--- src/hw/rtl/aes_pkg.sv ---
// aes_pkg: shared types, constants and byte/column functions for the aes block cipher
// depends on nothing; used by aes_key_exp, aes_round and aes_block_cipher
package aes_pkg;

    localparam int RkDepth  = 60;
    localparam int RkWidth  = 32;
    localparam int BlockW   = 128;
    localparam int KeyWordW = 64;

    // configuration register indexes
    localparam logic [2:0] REG_KEY0     = 3'd0;
    localparam logic [2:0] REG_KEY1     = 3'd1;
    localparam logic [2:0] REG_KEY2     = 3'd2;
    localparam logic [2:0] REG_KEY3     = 3'd3;
    localparam logic [2:0] REG_KEY_SIZE = 3'd4;

    // key size codes
    localparam logic [1:0] KS_128 = 2'd0;
    localparam logic [1:0] KS_192 = 2'd1;

    // command codes
    localparam logic CMD_ENCRYPT = 1'b0;
    localparam logic CMD_DECRYPT = 1'b1;

    typedef logic [7:0]  byte_t;
    typedef logic [31:0] word_t;

    // start request from the top level to the round engine
    typedef struct packed {
        logic start;
        logic decrypt;
    } aes_cmd_t;

    localparam byte_t SBOX_FWD [256] = '{
        8'h63,8'h7c,8'h77,8'h7b,8'hf2,8'h6b,8'h6f,8'hc5,8'h30,8'h01,8'h67,8'h2b,8'hfe,8'hd7,8'hab,8'h76,
        8'hca,8'h82,8'hc9,8'h7d,8'hfa,8'h59,8'h47,8'hf0,8'had,8'hd4,8'ha2,8'haf,8'h9c,8'ha4,8'h72,8'hc0,
        8'hb7,8'hfd,8'h93,8'h26,8'h36,8'h3f,8'hf7,8'hcc,8'h34,8'ha5,8'he5,8'hf1,8'h71,8'hd8,8'h31,8'h15,
        8'h04,8'hc7,8'h23,8'hc3,8'h18,8'h96,8'h05,8'h9a,8'h07,8'h12,8'h80,8'he2,8'heb,8'h27,8'hb2,8'h75,
        8'h09,8'h83,8'h2c,8'h1a,8'h1b,8'h6e,8'h5a,8'ha0,8'h52,8'h3b,8'hd6,8'hb3,8'h29,8'he3,8'h2f,8'h84,
        8'h53,8'hd1,8'h00,8'hed,8'h20,8'hfc,8'hb1,8'h5b,8'h6a,8'hcb,8'hbe,8'h39,8'h4a,8'h4c,8'h58,8'hcf,
        8'hd0,8'hef,8'haa,8'hfb,8'h43,8'h4d,8'h33,8'h85,8'h45,8'hf9,8'h02,8'h7f,8'h50,8'h3c,8'h9f,8'ha8,
        8'h51,8'ha3,8'h40,8'h8f,8'h92,8'h9d,8'h38,8'hf5,8'hbc,8'hb6,8'hda,8'h21,8'h10,8'hff,8'hf3,8'hd2,
        8'hcd,8'h0c,8'h13,8'hec,8'h5f,8'h97,8'h44,8'h17,8'hc4,8'ha7,8'h7e,8'h3d,8'h64,8'h5d,8'h19,8'h73,
        8'h60,8'h81,8'h4f,8'hdc,8'h22,8'h2a,8'h90,8'h88,8'h46,8'hee,8'hb8,8'h14,8'hde,8'h5e,8'h0b,8'hdb,
        8'he0,8'h32,8'h3a,8'h0a,8'h49,8'h06,8'h24,8'h5c,8'hc2,8'hd3,8'hac,8'h62,8'h91,8'h95,8'he4,8'h79,
        8'he7,8'hc8,8'h37,8'h6d,8'h8d,8'hd5,8'h4e,8'ha9,8'h6c,8'h56,8'hf4,8'hea,8'h65,8'h7a,8'hae,8'h08,
        8'hba,8'h78,8'h25,8'h2e,8'h1c,8'ha6,8'hb4,8'hc6,8'he8,8'hdd,8'h74,8'h1f,8'h4b,8'hbd,8'h8b,8'h8a,
        8'h70,8'h3e,8'hb5,8'h66,8'h48,8'h03,8'hf6,8'h0e,8'h61,8'h35,8'h57,8'hb9,8'h86,8'hc1,8'h1d,8'h9e,
        8'he1,8'hf8,8'h98,8'h11,8'h69,8'hd9,8'h8e,8'h94,8'h9b,8'h1e,8'h87,8'he9,8'hce,8'h55,8'h28,8'hdf,
        8'h8c,8'ha1,8'h89,8'h0d,8'hbf,8'he6,8'h42,8'h68,8'h41,8'h99,8'h2d,8'h0f,8'hb0,8'h54,8'hbb,8'h16
    };

    localparam byte_t SBOX_INV [256] = '{
        8'h52,8'h09,8'h6a,8'hd5,8'h30,8'h36,8'ha5,8'h38,8'hbf,8'h40,8'ha3,8'h9e,8'h81,8'hf3,8'hd7,8'hfb,
        8'h7c,8'he3,8'h39,8'h82,8'h9b,8'h2f,8'hff,8'h87,8'h34,8'h8e,8'h43,8'h44,8'hc4,8'hde,8'he9,8'hcb,
        8'h54,8'h7b,8'h94,8'h32,8'ha6,8'hc2,8'h23,8'h3d,8'hee,8'h4c,8'h95,8'h0b,8'h42,8'hfa,8'hc3,8'h4e,
        8'h08,8'h2e,8'ha1,8'h66,8'h28,8'hd9,8'h24,8'hb2,8'h76,8'h5b,8'ha2,8'h49,8'h6d,8'h8b,8'hd1,8'h25,
        8'h72,8'hf8,8'hf6,8'h64,8'h86,8'h68,8'h98,8'h16,8'hd4,8'ha4,8'h5c,8'hcc,8'h5d,8'h65,8'hb6,8'h92,
        8'h6c,8'h70,8'h48,8'h50,8'hfd,8'hed,8'hb9,8'hda,8'h5e,8'h15,8'h46,8'h57,8'ha7,8'h8d,8'h9d,8'h84,
        8'h90,8'hd8,8'hab,8'h00,8'h8c,8'hbc,8'hd3,8'h0a,8'hf7,8'he4,8'h58,8'h05,8'hb8,8'hb3,8'h45,8'h06,
        8'hd0,8'h2c,8'h1e,8'h8f,8'hca,8'h3f,8'h0f,8'h02,8'hc1,8'haf,8'hbd,8'h03,8'h01,8'h13,8'h8a,8'h6b,
        8'h3a,8'h91,8'h11,8'h41,8'h4f,8'h67,8'hdc,8'hea,8'h97,8'hf2,8'hcf,8'hce,8'hf0,8'hb4,8'he6,8'h73,
        8'h96,8'hac,8'h74,8'h22,8'he7,8'had,8'h35,8'h85,8'he2,8'hf9,8'h37,8'he8,8'h1c,8'h75,8'hdf,8'h6e,
        8'h47,8'hf1,8'h1a,8'h71,8'h1d,8'h29,8'hc5,8'h89,8'h6f,8'hb7,8'h62,8'h0e,8'haa,8'h18,8'hbe,8'h1b,
        8'hfc,8'h56,8'h3e,8'h4b,8'hc6,8'hd2,8'h79,8'h20,8'h9a,8'hdb,8'hc0,8'hfe,8'h78,8'hcd,8'h5a,8'hf4,
        8'h1f,8'hdd,8'ha8,8'h33,8'h88,8'h07,8'hc7,8'h31,8'hb1,8'h12,8'h10,8'h59,8'h27,8'h80,8'hec,8'h5f,
        8'h60,8'h51,8'h7f,8'ha9,8'h19,8'hb5,8'h4a,8'h0d,8'h2d,8'he5,8'h7a,8'h9f,8'h93,8'hc9,8'h9c,8'hef,
        8'ha0,8'he0,8'h3b,8'h4d,8'hae,8'h2a,8'hf5,8'hb0,8'hc8,8'heb,8'hbb,8'h3c,8'h83,8'h53,8'h99,8'h61,
        8'h17,8'h2b,8'h04,8'h7e,8'hba,8'h77,8'hd6,8'h26,8'he1,8'h69,8'h14,8'h63,8'h55,8'h21,8'h0c,8'h7d
    };

    // multiply by x in the field
    function automatic byte_t xt(input byte_t a);
        xt = {a[6:0], 1'b0} ^ (a[7] ? 8'h1b : 8'h00);
    endfunction

    // multiply by a 4-bit constant
    function automatic byte_t gmul(input byte_t a, input logic [3:0] b);
        byte_t acc;
        byte_t p;
        acc = 8'h00;
        p   = a;
        for (int k = 0; k < 4; k++)
        begin
            if (b[k])
                acc = acc ^ p;
            p = xt(p);
        end
        gmul = acc;
    endfunction

    // one column of mix, row 0 in the top byte
    function automatic word_t mix_col(input word_t c, input logic inv);
        byte_t a [4];
        byte_t o [4];
        logic [3:0] m [4];
        for (int k = 0; k < 4; k++)
            a[k] = c[31-8*k -: 8];
        if (inv)
        begin
            m[0] = 4'd14; m[1] = 4'd11; m[2] = 4'd13; m[3] = 4'd9;
        end
        else
        begin
            m[0] = 4'd2; m[1] = 4'd3; m[2] = 4'd1; m[3] = 4'd1;
        end
        for (int r = 0; r < 4; r++)
        begin
            o[r] = 8'h00;
            for (int k = 0; k < 4; k++)
                o[r] = o[r] ^ gmul(a[k], m[(k + 4 - r) % 4]);
        end
        mix_col = {o[0], o[1], o[2], o[3]};
    endfunction

    // forward substitution of each byte of a word
    function automatic word_t sub_word(input word_t w);
        sub_word = {SBOX_FWD[w[31:24]], SBOX_FWD[w[23:16]],
                    SBOX_FWD[w[15:8]], SBOX_FWD[w[7:0]]};
    endfunction

endpackage

--- src/hw/rtl/aes_ram.sv ---
// aes_ram: generic single-write, single-read memory with registered read data
// depends on nothing
module aes_ram #(
    parameter int Width = 32,
    parameter int Depth = 60
) (
    input  logic                     clk,
    input  logic                     we,
    input  logic [$clog2(Depth)-1:0] waddr,
    input  logic [Width-1:0]         wdata,
    input  logic [$clog2(Depth)-1:0] raddr,
    output logic [Width-1:0]         rdata
);

    logic [Width-1:0] mem [Depth];

    // write port and registered read port
    always_ff @(posedge clk)
    begin
        if (we)
            mem[waddr] <= wdata;
        rdata <= mem[raddr];
    end

endmodule

--- src/hw/rtl/aes_key_exp.sv ---
// aes_key_exp: word-serial round key expansion, one key word written per cycle
// depends on aes_pkg; writes the round key memory
module aes_key_exp #(
    parameter int RkDepth = aes_pkg::RkDepth
) (
    input  logic                       clk,
    input  logic                       rst_n,
    input  logic                       start,
    input  logic [63:0]                key [4],
    input  logic [1:0]                 key_size,
    output logic                       busy,
    output logic                       we,
    output logic [$clog2(RkDepth)-1:0] waddr,
    output aes_pkg::word_t             wdata
);

    localparam int AW = $clog2(RkDepth);

    logic           busy_reg, busy_next;
    logic [AW-1:0]  i_reg, i_next;
    logic [2:0]     j_reg, j_next;
    aes_pkg::byte_t rc_reg, rc_next;
    aes_pkg::word_t win_reg [8];
    aes_pkg::word_t w;
    aes_pkg::word_t t;
    logic [3:0]     nk;
    logic [AW-1:0]  total;
    logic           in_key;

    // words in key and total words
    always_comb
    begin
        case (key_size)
            aes_pkg::KS_128: nk = 4'd4;
            aes_pkg::KS_192: nk = 4'd6;
            default:         nk = 4'd8;
        endcase
        total = AW'(4 * (nk + 4'd7));
    end

    // next key word
    always_comb
    begin
        in_key = ({2'b00, i_reg} < (AW + 2)'(nk));
        t = win_reg[0];
        if (j_reg == 3'd0)
            t = aes_pkg::sub_word({t[23:0], t[31:24]}) ^ {rc_reg, 24'h0};
        else if (nk == 4'd8 && j_reg == 3'd4)
            t = aes_pkg::sub_word(t);
        if (in_key)
            w = i_reg[0] ? key[i_reg[2:1]][31:0] : key[i_reg[2:1]][63:32];
        else
            w = win_reg[3'(nk - 4'd1)] ^ t;
    end

    // counters and round constant
    always_comb
    begin
        busy_next = busy_reg;
        i_next    = i_reg;
        j_next    = j_reg;
        rc_next   = rc_reg;
        if (start)
        begin
            busy_next = 1'b1;
            i_next    = '0;
            j_next    = '0;
            rc_next   = 8'h01;
        end
        else if (busy_reg)
        begin
            i_next = i_reg + AW'(1);
            j_next = ({1'b0, j_reg} == nk - 4'd1) ? 3'd0 : j_reg + 3'd1;
            if (!in_key && j_reg == 3'd0)
                rc_next = aes_pkg::xt(rc_reg);
            if (i_reg == total - AW'(1))
                busy_next = 1'b0;
        end
    end

    always_ff @(posedge clk or negedge rst_n)
    begin
        if (!rst_n)
        begin
            busy_reg <= 1'b0;
            i_reg    <= '0;
            j_reg    <= '0;
            rc_reg   <= 8'h01;
        end
        else
        begin
            busy_reg <= busy_next;
            i_reg    <= i_next;
            j_reg    <= j_next;
            rc_reg   <= rc_next;
        end
    end

    // window of the last eight words, newest first
    always_ff @(posedge clk)
    begin
        if (busy_reg && !start)
        begin
            win_reg[0] <= w;
            for (int k = 1; k < 8; k++)
                win_reg[k] <= win_reg[k-1];
        end
    end

    assign busy  = busy_reg;
    assign we    = busy_reg && !start;
    assign waddr = i_reg;
    assign wdata = w;

endmodule

--- src/hw/rtl/aes_round.sv ---
// aes_round: byte/column-serial round engine, state in a 16-byte shift register
// depends on aes_pkg; reads round keys from the round key memory
module aes_round #(
    parameter int RkDepth = aes_pkg::RkDepth
) (
    input  logic                       clk,
    input  logic                       rst_n,
    input  aes_pkg::aes_cmd_t          cmd,
    input  logic [127:0]               data_in,
    input  logic [3:0]                 nr,
    output logic [$clog2(RkDepth)-1:0] raddr,
    input  aes_pkg::word_t             rdata,
    output logic                       busy,
    output logic                       done_valid,
    input  logic                       done_ready,
    output logic [127:0]               result
);

    localparam int AW = $clog2(RkDepth);

    typedef enum logic [2:0] {
        ST_IDLE,
        ST_KEY,
        ST_SUB,
        ST_SHIFT,
        ST_MIX,
        ST_DONE
    } phase_t;

    phase_t         phase_reg, phase_next;
    logic [3:0]     cnt_reg, cnt_next;
    logic [3:0]     rnd_reg, rnd_next;
    logic           dec_reg, dec_next;
    aes_pkg::byte_t s_reg [16];
    aes_pkg::byte_t s_next [16];
    aes_pkg::word_t col0;
    aes_pkg::word_t colx;

    assign col0  = {s_reg[0], s_reg[1], s_reg[2], s_reg[3]};
    assign raddr = AW'({rnd_reg, cnt_reg[1:0]});

    // state datapath and sequencer
    always_comb
    begin
        phase_next = phase_reg;
        cnt_next   = cnt_reg;
        rnd_next   = rnd_reg;
        dec_next   = dec_reg;
        s_next     = s_reg;
        colx       = aes_pkg::mix_col(col0, dec_reg);
        case (phase_reg)
            ST_IDLE:
            begin
                if (cmd.start)
                begin
                    dec_next   = cmd.decrypt;
                    rnd_next   = (cmd.decrypt == aes_pkg::CMD_DECRYPT) ? nr : 4'd0;
                    cnt_next   = '0;
                    phase_next = ST_KEY;
                    for (int k = 0; k < 16; k++)
                        s_next[k] = data_in[127-8*k -: 8];
                end
            end
            ST_KEY:
            begin
                // column rotation, key word arrives in the cycle after its address
                cnt_next = cnt_reg + 4'd1;
                if (cnt_reg != 4'd0)
                begin
                    colx = col0 ^ rdata;
                    for (int k = 0; k < 12; k++)
                        s_next[k] = s_reg[k+4];
                    for (int k = 0; k < 4; k++)
                        s_next[12+k] = colx[31-8*k -: 8];
                end
                if (cnt_reg == 4'd4)
                begin
                    cnt_next = '0;
                    if (!dec_reg)
                    begin
                        if (rnd_reg == nr)
                            phase_next = ST_DONE;
                        else
                        begin
                            rnd_next   = rnd_reg + 4'd1;
                            phase_next = ST_SUB;
                        end
                    end
                    else
                    begin
                        if (rnd_reg == 4'd0)
                            phase_next = ST_DONE;
                        else if (rnd_reg == nr)
                        begin
                            rnd_next   = rnd_reg - 4'd1;
                            phase_next = ST_SUB;
                        end
                        else
                            phase_next = ST_MIX;
                    end
                end
            end
            ST_SUB:
            begin
                // one byte through the substitution table per cycle
                for (int k = 0; k < 15; k++)
                    s_next[k] = s_reg[k+1];
                s_next[15] = dec_reg ? aes_pkg::SBOX_INV[s_reg[0]] : aes_pkg::SBOX_FWD[s_reg[0]];
                cnt_next = cnt_reg + 4'd1;
                if (cnt_reg == 4'd15)
                begin
                    cnt_next   = '0;
                    phase_next = ST_SHIFT;
                end
            end
            ST_SHIFT:
            begin
                for (int c = 0; c < 4; c++)
                    for (int r = 0; r < 4; r++)
                        s_next[4*c+r] = dec_reg ? s_reg[4*((c+4-r)%4)+r] : s_reg[4*((c+r)%4)+r];
                if (!dec_reg && rnd_reg != nr)
                    phase_next = ST_MIX;
                else
                    phase_next = ST_KEY;
            end
            ST_MIX:
            begin
                // one column per cycle
                for (int k = 0; k < 12; k++)
                    s_next[k] = s_reg[k+4];
                for (int k = 0; k < 4; k++)
                    s_next[12+k] = colx[31-8*k -: 8];
                cnt_next = cnt_reg + 4'd1;
                if (cnt_reg == 4'd3)
                begin
                    cnt_next = '0;
                    if (dec_reg)
                    begin
                        rnd_next   = rnd_reg - 4'd1;
                        phase_next = ST_SUB;
                    end
                    else
                        phase_next = ST_KEY;
                end
            end
            ST_DONE:
            begin
                if (done_ready)
                    phase_next = ST_IDLE;
            end
            default:
                phase_next = ST_IDLE;
        endcase
    end

    always_ff @(posedge clk or negedge rst_n)
    begin
        if (!rst_n)
        begin
            phase_reg <= ST_IDLE;
            cnt_reg   <= '0;
            rnd_reg   <= '0;
            dec_reg   <= 1'b0;
        end
        else
        begin
            phase_reg <= phase_next;
            cnt_reg   <= cnt_next;
            rnd_reg   <= rnd_next;
            dec_reg   <= dec_next;
        end
    end

    always_ff @(posedge clk)
    begin
        s_reg <= s_next;
    end

    // result packing, byte 0 on top
    always_comb
    begin
        for (int k = 0; k < 16; k++)
            result[127-8*k -: 8] = s_reg[k];
    end

    assign busy       = (phase_reg != ST_IDLE);
    assign done_valid = (phase_reg == ST_DONE);

endmodule

--- src/hw/rtl/aes_block_cipher.sv ---
// aes_block_cipher: top level, key registers, output register and assertions
// depends on aes_pkg, aes_ram, aes_key_exp and aes_round
//
// channel   | direction | request fields
// s_*       | in        | tuser[0]=command, tdata[63:0]=data_hi, tdata[127:64]=data_lo
// m_*       | out       | tdata[63:0]=result_hi, tdata[127:64]=result_lo
// cfg_*     | in        | cfg_index=register index, cfg_data=value
//
// an item holds the round engine (nr = 10, 12 or 14) from acceptance until its result is in
// the output register: a key add, then each middle round (bytewise substitution through
// one table, a row shift, a mix and a key add, the key add before the mix when decrypting),
// the last round with no mix, and the result handover; the engine returns to idle before
// the next request; a key write starts an expansion of 4*(nk+7) key words, one key word per
// cycle; no request is taken meanwhile, and key writes wait while an item is in the engine
// reset clears control state, round keys stay undefined until written
// a finished result waits in the output register while the next request is taken
module aes_block_cipher #(
    parameter int RkDepth = aes_pkg::RkDepth
) (
    input  logic         clk,
    input  logic         rst_n,
    input  logic         s_tvalid,
    output logic         s_tready,
    input  logic [127:0] s_tdata,   // data_hi, data_lo
    input  logic         s_tuser,   // command
    output logic         m_tvalid,
    input  logic         m_tready,
    output logic [127:0] m_tdata,   // result_hi, result_lo
    input  logic         cfg_valid,
    output logic         cfg_ready,
    input  logic [2:0]   cfg_index,
    input  logic [63:0]  cfg_data
);

    localparam int AW = $clog2(RkDepth);

    logic [63:0]       key_reg [4];
    logic [1:0]        key_size_reg;
    logic              kexp_start;
    logic              kexp_busy;
    logic              ram_we;
    logic [AW-1:0]     ram_waddr;
    aes_pkg::word_t    ram_wdata;
    logic [AW-1:0]     ram_raddr;
    aes_pkg::word_t    ram_rdata;
    aes_pkg::aes_cmd_t cmd;
    logic              core_busy;
    logic              done_valid;
    logic              done_ready;
    logic [127:0]      core_result;
    logic [3:0]        nr;
    logic              m_tvalid_reg, m_tvalid_next;
    logic [127:0]      m_tdata_reg;
    logic              cfg_write;

    // configuration writes
    assign cfg_ready  = !kexp_busy && !core_busy;
    assign cfg_write  = cfg_valid && cfg_ready;
    assign kexp_start = cfg_write && (cfg_index inside {[aes_pkg::REG_KEY0:aes_pkg::REG_KEY_SIZE]});

    always_ff @(posedge clk or negedge rst_n)
    begin
        if (!rst_n)
        begin
            for (int k = 0; k < 4; k++)
                key_reg[k] <= '0;
            key_size_reg <= aes_pkg::KS_128;
        end
        else if (cfg_write)
        begin
            case (cfg_index)
                aes_pkg::REG_KEY0:     key_reg[0]   <= cfg_data;
                aes_pkg::REG_KEY1:     key_reg[1]   <= cfg_data;
                aes_pkg::REG_KEY2:     key_reg[2]   <= cfg_data;
                aes_pkg::REG_KEY3:     key_reg[3]   <= cfg_data;
                aes_pkg::REG_KEY_SIZE: key_size_reg <= cfg_data[1:0];
                default:               ;
            endcase
        end
    end

    // rounds for the key size
    always_comb
    begin
        case (key_size_reg)
            aes_pkg::KS_128: nr = 4'd10;
            aes_pkg::KS_192: nr = 4'd12;
            default:         nr = 4'd14;
        endcase
    end

    aes_key_exp #(.RkDepth(RkDepth)) u_key_exp (
        .clk      (clk),
        .rst_n    (rst_n),
        .start    (kexp_start),
        .key      (key_reg),
        .key_size (key_size_reg),
        .busy     (kexp_busy),
        .we       (ram_we),
        .waddr    (ram_waddr),
        .wdata    (ram_wdata)
    );

    aes_ram #(.Width(aes_pkg::RkWidth), .Depth(RkDepth)) u_rk_ram (
        .clk   (clk),
        .we    (ram_we),
        .waddr (ram_waddr),
        .wdata (ram_wdata),
        .raddr (ram_raddr),
        .rdata (ram_rdata)
    );

    // input side
    assign s_tready = !core_busy && !kexp_busy && !kexp_start;
    assign cmd      = '{start: s_tvalid && s_tready, decrypt: s_tuser};

    aes_round #(.RkDepth(RkDepth)) u_round (
        .clk        (clk),
        .rst_n      (rst_n),
        .cmd        (cmd),
        .data_in    ({s_tdata[63:0], s_tdata[127:64]}),
        .nr         (nr),
        .raddr      (ram_raddr),
        .rdata      (ram_rdata),
        .busy       (core_busy),
        .done_valid (done_valid),
        .done_ready (done_ready),
        .result     (core_result)
    );

    // output register
    assign done_ready = !m_tvalid_reg || m_tready;

    always_comb
    begin
        m_tvalid_next = m_tvalid_reg;
        if (m_tready)
            m_tvalid_next = 1'b0;
        if (done_valid && done_ready)
            m_tvalid_next = 1'b1;
    end

    always_ff @(posedge clk or negedge rst_n)
    begin
        if (!rst_n)
            m_tvalid_reg <= 1'b0;
        else
            m_tvalid_reg <= m_tvalid_next;
    end

    always_ff @(posedge clk)
    begin
        if (done_valid && done_ready)
            m_tdata_reg <= {core_result[63:0], core_result[127:64]};
    end

    assign m_tvalid = m_tvalid_reg;
    assign m_tdata  = m_tdata_reg;

    // no request taken while round keys are being rebuilt
    a_no_req_in_expand: assert property (@(posedge clk) disable iff (!rst_n)
        (s_tvalid && s_tready) |-> !kexp_busy)
        else $error("request taken during key expansion");

    // a valid key write starts an expansion
    a_write_expands: assert property (@(posedge clk) disable iff (!rst_n)
        kexp_start |=> kexp_busy)
        else $error("key write did not start expansion");

    // a result only moves into a free or draining output register
    a_out_free: assert property (@(posedge clk) disable iff (!rst_n)
        (done_valid && done_ready) |-> (!m_tvalid_reg || m_tready))
        else $error("output register overwritten");

endmodule

--- config.mk ---
export PLATFORM = sky130hd
export DESIGN_NAME = aes_block_cipher
export DESIGN_NICKNAME = d
export VERILOG_FILES = /design/src/hw/rtl/aes_pkg.sv /design/src/hw/rtl/aes_ram.sv /design/src/hw/rtl/aes_key_exp.sv /design/src/hw/rtl/aes_round.sv /design/src/hw/rtl/aes_block_cipher.sv
export SDC_FILE = /design/constraint.sdc
export NUM_CORES = 2
export LEC_CHECK = 0
export BUFFER_PORTS_ARGS = -buffer_cell sky130_fd_sc_hd__clkbuf_2
export CAP_MARGIN = 5
export CORE_ASPECT_RATIO = 0.9
export CORE_MARGIN = 2
export CORE_UTILIZATION = 65
export CTS_CLUSTER_SIZE = 20
export DETAILED_ROUTE_END_ITERATION = 12
export GPL_TIMING_DRIVEN = 0
export PLACE_DENSITY = 0.79
export SKIP_LAST_GASP = 1
export SYNTH_ARGS = -nofsm -noshare
export SYNTH_HDL_FRONTEND = slang
export SYNTH_SLANG_ARGS = --single-unit
--- constraint.sdc ---
create_clock -name clk -period 22.8 [get_ports clk]
set_clock_uncertainty 0.05 [all_clocks]
set_input_delay 1.14 -clock clk [delete_from_list [all_inputs] [get_ports clk]]
set_output_delay 1.14 -clock clk [all_outputs]
set_load 0.05 [all_outputs]
==> report_table.html, run 1 <==
<table>
<tr><th>Metric</th><th>Value</th></tr>
<tr><th colspan="2">Synthesis</th></tr>
<tr><td>Multiplexer fraction of the synthesized cell area</td><td>roughly 16%</td></tr>
<tr><td>Number of instances in the synthesized netlist</td><td>8,640</td></tr>
<tr><td>Nets in the synthesized netlist</td><td>just under 9,000</td></tr>
<tr><td>EDFF count, synth</td><td>2,432</td></tr>
<tr><td>Area fraction in compound gates after synthesis</td><td>under 10%</td></tr>
<tr><td>Synth area leaders</td><td>sky130_fd_sc_hd__edfxtp_1 (57%), sky130_fd_sc_hd__mux4_2 (13%), sky130_fd_sc_hd__dfrtp_1 (5.6%)</td></tr>
<tr><td>Fraction of synthesized cell area taken by the top area cell type</td><td>between 50% and 60%</td></tr>
<tr><td>Simple-Gate Fraction of Synth Area</td><td>6.293%</td></tr>
<tr><td>Xor and xnor area share after synthesis</td><td>1.953%</td></tr>
<tr><td>Most area-hungry cell type in the Yosys netlist</td><td>sky130_fd_sc_hd__edfxtp_1</td></tr>
<tr><td>Synth Cell Area</td><td>about 0.13 sq mm</td></tr>
<tr><td>Dominant combinational cell family by area after synthesis</td><td>multiplexers</td></tr>
<tr><td>Seq/Total Area, Yosys</td><td>62.63%</td></tr>
<tr><td>Async S/R FF share, synth</td><td>10.50%</td></tr>
<tr><td>Adder-cell share of the synthesized area</td><td>less than 1%</td></tr>
<tr><td>Most frequently used flop master after synthesis</td><td>sky130_fd_sc_hd__edfxtp_1</td></tr>
<tr><td>Yosys warns</td><td>0</td></tr>
<tr><td>Unique cell type count in the Yosys netlist</td><td>around 100</td></tr>
<tr><td>Number of flip-flops and latches in the synthesized netlist</td><td>around 2,800</td></tr>
<tr><td>Avg Inst Size Synth</td><td>14.95 sq um</td></tr>
<tr><th colspan="2">Clock tree</th></tr>
<tr><td>Number of clock sinks seen by CTS</td><td>between 2,000 and 3,000</td></tr>
<tr><td>Number of resized instances in the post-cts repair step</td><td>0</td></tr>
<tr><td>Clock Tree Buf Depth</td><td>4</td></tr>
<tr><td>Htree depth</td><td>5</td></tr>
<tr><td>Hold_buf cts</td><td>0</td></tr>
<tr><td>Clock root cell</td><td>sky130_fd_sc_hd__clkbuf_16</td></tr>
<tr><td>Buffer count from post-CTS setup fixing</td><td>0</td></tr>
<tr><td>CTS Buf Count</td><td>280</td></tr>
<tr><th colspan="2">Floorplanning</th></tr>
<tr><td>Horizontal die dimension</td><td>473.9 um</td></tr>
<tr><td>Number of core rows</td><td>155</td></tr>
<tr><td>Starting Density</td><td>approximately two thirds</td></tr>
<tr><td>Die Height</td><td>426.9 um</td></tr>
<tr><td>Count of boundary I/O pins</td><td>approximately 330</td></tr>
<tr><th colspan="2">Placed design</th></tr>
<tr><td>I/O Buffers</td><td>approximately 330</td></tr>
<tr><td>Cell Area, Placed</td><td>0.1378 sq mm</td></tr>
<tr><td>Final RePlAce weighted congestion</td><td>1.188</td></tr>
<tr><td>Setup WS pre-CTS</td><td>around 15 ns</td></tr>
<tr><td>DP Wirelength</td><td>511.5 mm</td></tr>
<tr><th colspan="2">Global route</th></tr>
<tr><td>Via count of the first global-routing pass</td><td>122,300</td></tr>
<tr><td>Wire length of the first global-routing pass</td><td>1172 mm</td></tr>
<tr><td>GRT Resource Usage Total</td><td>approximately 88%</td></tr>
<tr><td>Maximum number of pins on one net before global-route repair</td><td>110</td></tr>
<tr><td>Final global-route overflow total</td><td>8,493</td></tr>
<tr><th colspan="2">Status</th></tr>
<tr><td>Failing step</td><td>global routing (5_1_grt)</td></tr>
<tr><td>Tool Error</td><td>[ERROR GRT-0116] Global routing finished with congestion. Check the congestion regions in the DRC Viewer.</td></tr>
<tr><td>Outcome</td><td>did not finish</td></tr>
</table>
synth_stat cells (all sizes together) (123+ instances only):
library cell     n
nand3          123
nor3           136
a31oi          139
clkbuf         468
xnor2          217
o21ai          412
mux4           725
buf            275
a21oi          383
nor2           474
mux2           303
nor2b          139
edfxtp        2432
nand2          495
dfrtp          288
cells by family after synthesis:
family / count (synthesis)
XOR/XNOR: 285
AO/OA/AOI/OAI: 1886
buffers and inverters: 813
flip-flops: 2753
AND/OR/NAND/NOR: 1718
adder cells (fa/ha/maj): 91
multiplexers: 1094
routing by layer:
| metal | global-route usage [%] | overflow |
|---|---|---|
| met5 | 55.51 | 159 |
| met4 | 87.58 | 1972 |
| met3 | 72.72 | 818 |
| met2 | 103.4 | 4578 |
| met1 | 86.36 | 966 |
per-stage QoR:
step	util, %	instances
CTS	74.11	12170
detailed placement	69.65	11700
global placement	67.78	11560
floorplan	-	8640
==> run 2, diff against run 1 <==
--- a/config.mk
+++ b/config.mk
@@ -7,13 +7,11 @@
 export LEC_CHECK = 0
 export BUFFER_PORTS_ARGS = -buffer_cell sky130_fd_sc_hd__clkbuf_2
 export CAP_MARGIN = 5
-export CORE_ASPECT_RATIO = 0.9
 export CORE_MARGIN = 2
-export CORE_UTILIZATION = 65
-export CTS_CLUSTER_SIZE = 20
+export CORE_UTILIZATION = 40
 export DETAILED_ROUTE_END_ITERATION = 12
 export GPL_TIMING_DRIVEN = 0
-export PLACE_DENSITY = 0.79
+export PLACE_DENSITY_LB_ADDON = 0.15
 export SKIP_LAST_GASP = 1
 export SYNTH_ARGS = -nofsm -noshare
 export SYNTH_HDL_FRONTEND = slang
==> run 2 against run 1 <==
The run now ends clean. Synthesized cell count did not move. Area after synthesis did not move.
==> report_table.html, run 2 <==
<table>
<tr><th>Metric</th><th>Value</th></tr>
<tr><th colspan="2">Status</th></tr>
<tr><td>Outcome</td><td>finished, final reports clean (was did not finish)</td></tr>
<tr><th colspan="2">Routing</th></tr>
<tr><td>Average routed wire per standard cell</td><td>41.92 um</td></tr>
<tr><td>Post-route DRC</td><td>0</td></tr>
<tr><td>Total via count after detailed routing</td><td>92,310</td></tr>
<tr><td>Starting DRC count in detailed routing</td><td>13,870</td></tr>
<tr><td>Post-DRT Antenna Nets</td><td>0</td></tr>
<tr><td>Number of vias per cell</td><td>roughly 6.6</td></tr>
<tr><td>DRT Pass-1 Iters</td><td>7</td></tr>
<tr><td>Routed WL</td><td>587.2 mm</td></tr>
<tr><th colspan="2">Clock tree</th></tr>
<tr><td>Number of clock sinks seen by CTS</td><td>2,753 (unchanged)</td></tr>
<tr><td>Buffer count from post-CTS setup fixing</td><td>0 (unchanged)</td></tr>
<tr><td>Htree depth</td><td>5 (unchanged)</td></tr>
<tr><td>Clk_lat worst skew</td><td>0.93 ns</td></tr>
<tr><td>Clock root cell</td><td>sky130_fd_sc_hd__clkbuf_16 (unchanged)</td></tr>
<tr><td>CTS Buf Count</td><td>298 (was 280)</td></tr>
<tr><td>Number of resized instances in the post-cts repair step</td><td>0 (unchanged)</td></tr>
<tr><td>CTS clk-pin slew, worst paths</td><td>0.07 ns</td></tr>
<tr><td>Clock tree from TritonCTS</td><td>done</td></tr>
<tr><td>Clock Tree Buf Depth</td><td>4 (unchanged)</td></tr>
<tr><td>Hold_buf cts</td><td>0 (unchanged)</td></tr>
<tr><th colspan="2">Synthesis</th></tr>
<tr><td>Library cell with the highest instance count after synthesis</td><td>sky130_fd_sc_hd__edfxtp_1 (unchanged)</td></tr>
<tr><td>Number of instances in the synthesized netlist</td><td>8,640 (unchanged)</td></tr>
<tr><td>Synth Cell Area</td><td>0.1292 sq mm (unchanged)</td></tr>
<tr><td>Seq/Total Area, Yosys</td><td>62.63% (unchanged)</td></tr>
<tr><td>Nets in the synthesized netlist</td><td>8,931 (unchanged)</td></tr>
<tr><td>Unique cell type count in the Yosys netlist</td><td>101 (unchanged)</td></tr>
<tr><td>Yosys warns</td><td>0 (unchanged)</td></tr>
<tr><td>Most area-hungry cell type in the Yosys netlist</td><td>sky130_fd_sc_hd__edfxtp_1 (unchanged)</td></tr>
<tr><td>EDFF count, synth</td><td>2,432 (unchanged)</td></tr>
<tr><td>Fraction of synthesized cell area taken by the top area cell type</td><td>56.53% (unchanged)</td></tr>
<tr><td>Number of flip-flops and latches in the synthesized netlist</td><td>2,753 (unchanged)</td></tr>
<tr><td>Avg Inst Size Synth</td><td>14.95 sq um (unchanged)</td></tr>
<tr><td>Most frequently used flop master after synthesis</td><td>sky130_fd_sc_hd__edfxtp_1 (unchanged)</td></tr>
<tr><td>Async S/R FF share, synth</td><td>10.50% (unchanged)</td></tr>
<tr><td>Cell types with the highest counts after synthesis</td><td>sky130_fd_sc_hd__edfxtp_1 (2,432), sky130_fd_sc_hd__mux4_2 (725), sky130_fd_sc_hd__nand2_1 (493) (unchanged)</td></tr>
<tr><td>Synth area leaders</td><td>sky130_fd_sc_hd__edfxtp_1 (57%), sky130_fd_sc_hd__mux4_2 (13%), sky130_fd_sc_hd__dfrtp_1 (5.6%) (unchanged)</td></tr>
<tr><th colspan="2">STA</th></tr>
<tr><td>Unrepaired setup endpoints after global routing</td><td>no</td></tr>
<tr><td>Max-slew violations</td><td>0</td></tr>
<tr><td>Total of endpoints with negative setup slack in the final report</td><td>0</td></tr>
<tr><td>Share of the clock period used by the worst path after layout</td><td>34.23%</td></tr>
<tr><td>Final hold viol count</td><td>0</td></tr>
<tr><td>Final min period</td><td>around 8 ns</td></tr>
<tr><td>Least setup slack across all paths after layout</td><td>14.99 ns</td></tr>
<tr><td>Measured slew at the worst slew-check pin</td><td>1.453 ns</td></tr>
<tr><td>Achievable Freq</td><td>128.1 MHz</td></tr>
<tr><td>Slew HR</td><td>2.912%</td></tr>
<tr><td>Final sum of negative setup slack</td><td>0 ns</td></tr>
<tr><th colspan="2">Global route</th></tr>
<tr><td>Final global-route overflow total</td><td>0</td></tr>
<tr><td>Via count of the first global-routing pass</td><td>88,960</td></tr>
<tr><td>Initial antenna violation count</td><td>83</td></tr>
<tr><td>Wire length of the first global-routing pass</td><td>between 700 and 800 mm</td></tr>
<tr><td>GRT Resource Usage Total</td><td>35.17%</td></tr>
<tr><td>Maximum number of pins on one net before global-route repair</td><td>103</td></tr>
<tr><th colspan="2">Placed design</th></tr>
<tr><td>I/O Buffers</td><td>331 (unchanged)</td></tr>
<tr><td>Cell Area, Placed</td><td>0.1404 sq mm (was 0.1378 sq mm)</td></tr>
<tr><td>Setup WS pre-CTS</td><td>15.52 ns (was 15.45 ns)</td></tr>
<tr><td>DP Wirelength</td><td>430.7 mm (was 511.5 mm)</td></tr>
<tr><td>Final RePlAce weighted congestion</td><td>1.010 (was 1.188)</td></tr>
<tr><th colspan="2">Pwr</th></tr>
<tr><td>Static Leak</td><td>around 50 nW</td></tr>
<tr><td>Areal power density over the cells</td><td>164.0 mW/mm^2</td></tr>
<tr><td>Maximum vdd ir drop</td><td>0.00009873 V</td></tr>
<tr><th colspan="2">Cells and area</th></tr>
<tr><td>Fillers</td><td>approximately 28,000</td></tr>
<tr><td>Most common library cell in the layout ignoring fill and taps</td><td>sky130_fd_sc_hd__edfxtp_1</td></tr>
<tr><td>Final net count</td><td>9,730</td></tr>
<tr><td>Synth-to-layout area growth</td><td>16.40%</td></tr>
<tr><td>Most used cells in the layout excluding fill and tap cells</td><td>sky130_fd_sc_hd__edfxtp_1 (2,432), sky130_fd_sc_hd__mux4_2 (725), sky130_fd_sc_hd__clkbuf_1 (522), sky130_fd_sc_hd__nand2_1 (493), sky130_fd_sc_hd__nor2_1 (409)</td></tr>
<tr><td>Fin area</td><td>0.1504 sq mm</td></tr>
<tr><td>Fraction of final layout cells sized beyond drive strength 1</td><td>23.84%</td></tr>
<tr><td>Max FFs per register</td><td>1,920</td></tr>
<tr><th colspan="2">Min path</th></tr>
<tr><td>Classification of the worst-slack hold path</td><td>primary input to asynchronous set/reset pin</td></tr>
<tr><th colspan="2">Critical path</th></tr>
<tr><td>Critical path data required time</td><td>between 20 and 25 ns</td></tr>
<tr><td>Worst setup SP type</td><td>flip-flop</td></tr>
<tr><td>Max Fanout on Critical Path</td><td>28</td></tr>
<tr><td>CP Capture Type</td><td>flip-flop</td></tr>
<tr><td>Setup Crit Path Kind</td><td>flip-flop to flip-flop</td></tr>
<tr><td>Critical Path AT</td><td>8.48 ns</td></tr>
<tr><th colspan="2">Floorplanning</th></tr>
<tr><td>Starting Density</td><td>40.22% (was 65.30%)</td></tr>
<tr><td>Number of core rows</td><td>208 (was 155)</td></tr>
<tr><td>Core region area</td><td>around 0.32 sq mm</td></tr>
<tr><td>Horizontal die dimension</td><td>572.3 um (was 473.9 um)</td></tr>
<tr><td>Die Height</td><td>572.3 um (was 426.9 um)</td></tr>
<tr><td>Die Area</td><td>0.3275 sq mm</td></tr>
<tr><td>Count of boundary I/O pins</td><td>332 (unchanged)</td></tr>
<tr><th colspan="2">Run</th></tr>
<tr><td>Max capacitance violation total</td><td>0</td></tr>
</table>
-- run 2: cell counts after synthesis --
No cell type changed its count.
-- run 2: final timing paths --
path / from / to / slack, ns / cells after the start
worst max register to register: u_key_exp.win_reg[0][1] / u_rk_ram.mem[6][12] / 14.99 / 15
worst max-delay path: u_key_exp.win_reg[0][1] / u_rk_ram.mem[6][12] / 14.99 / 15
worst min register to register: u_key_exp.win_reg[2][29] / u_key_exp.win_reg[3][29] / 0.36 / 0
max in group asynchronous: rst_n / u_round.cnt_reg[2] / 20.95 / 3
min in group clk: u_key_exp.win_reg[2][29] / u_key_exp.win_reg[3][29] / 0.36 / 0
worst min-delay path: rst_n / key_reg[203] / 0.26 / 1
-- run 2: cell type report --
cell class	count	area, sq um	share of cell area (%)
multi-input cells	5074	45830	30.48
clock buffers	370	7913	5.262
flip-flops and latches	2753	80900	53.81
inverters	70	262.8	0.1747
diodes	30	75.07	0.04993
well taps	4305	5386	3.582
plain buffers	743	3067	2.040
repair buffers	499	5031	3.346
clock inverters	164	1892	1.258
-- run 2: where the power goes --
| group | switching (mW) | internal, mW |
|---|---|---|
| clock | 2.05 | 2.86 |
| combinational | 8.71 | 3.77 |
| sequential | 0.478 | 6.80 |
| total | 11.2 | 13.4 |
-- run 2: worst max-delay path, cell delays in order, from the launching register on --
cell and delay, ns:
sky130_fd_sc_hd__edfxtp_1 0.96, sky130_fd_sc_hd__buf_2 0.39, sky130_fd_sc_hd__inv_1 0.55, sky130_fd_sc_hd__ha_1 0.52, sky130_fd_sc_hd__clkbuf_1 0.40, sky130_fd_sc_hd__clkbuf_1 0.63, sky130_fd_sc_hd__mux2i_1 0.26, sky130_fd_sc_hd__mux4_2 0.55
sky130_fd_sc_hd__o22ai_1 0.16, sky130_fd_sc_hd__o21ai_0 0.11, sky130_fd_sc_hd__o2bb2ai_1 1.09, sky130_fd_sc_hd__o221ai_1 0.32, sky130_fd_sc_hd__xnor2_1 0.26, sky130_fd_sc_hd__a21oi_4 0.76, sky130_fd_sc_hd__buf_12 0.28, sky130_fd_sc_hd__buf_16 0.19
-- run 2: per-layer routing --
layer	wire length [um]	vias up	global-route usage [%]	share of wire [%]
met1	241500	48960	49.38	41
met2	260100	5949	53.05	44
li1	-	36200	-	-
met4	23130	48	11.66	3.9
met5	307	-	0	0.052
met3	62210	1157	9.274	11
-- run 2: cells by family (layout without fill, tap and decap cells) --
group / count (synthesis) / count (layout) / share of synthesized area (%)
compound gates: 1886 / 1886 / 9.882
fa+ha+maj: 91 / 91 / 0.8795
flops: 2753 / 2753 / 62.63
mux: 1094 / 1094 / 15.80
buf+inv: 813 / 1846 / 2.568
other cells: 0 / 30 / 0
simple gates: 1718 / 1718 / 6.293
xor+xnor: 285 / 285 / 1.953
-- run 2: per-stage QoR --
| stage | hold WS [ns] | utilization, % | std cells | total power, mW |
|---|---|---|---|---|
| final | 0.2636 | 46.82 | 14010 | 24.67 |
| after global routing | 0.3213 | 46.80 | 13980 | 25.09 |
| after CTS | 0.2410 | 46.78 | 13970 | 24.24 |
| after detailed placement | 0.3545 | 43.73 | 13440 | 19.32 |
| after global placement | 0.3501 | 42.42 | 13280 | 19.16 |
| after floorplan | 0.3503 | - | 8640 | 13.42 |
No activity file was read; power rests on OpenSTA's default activity.
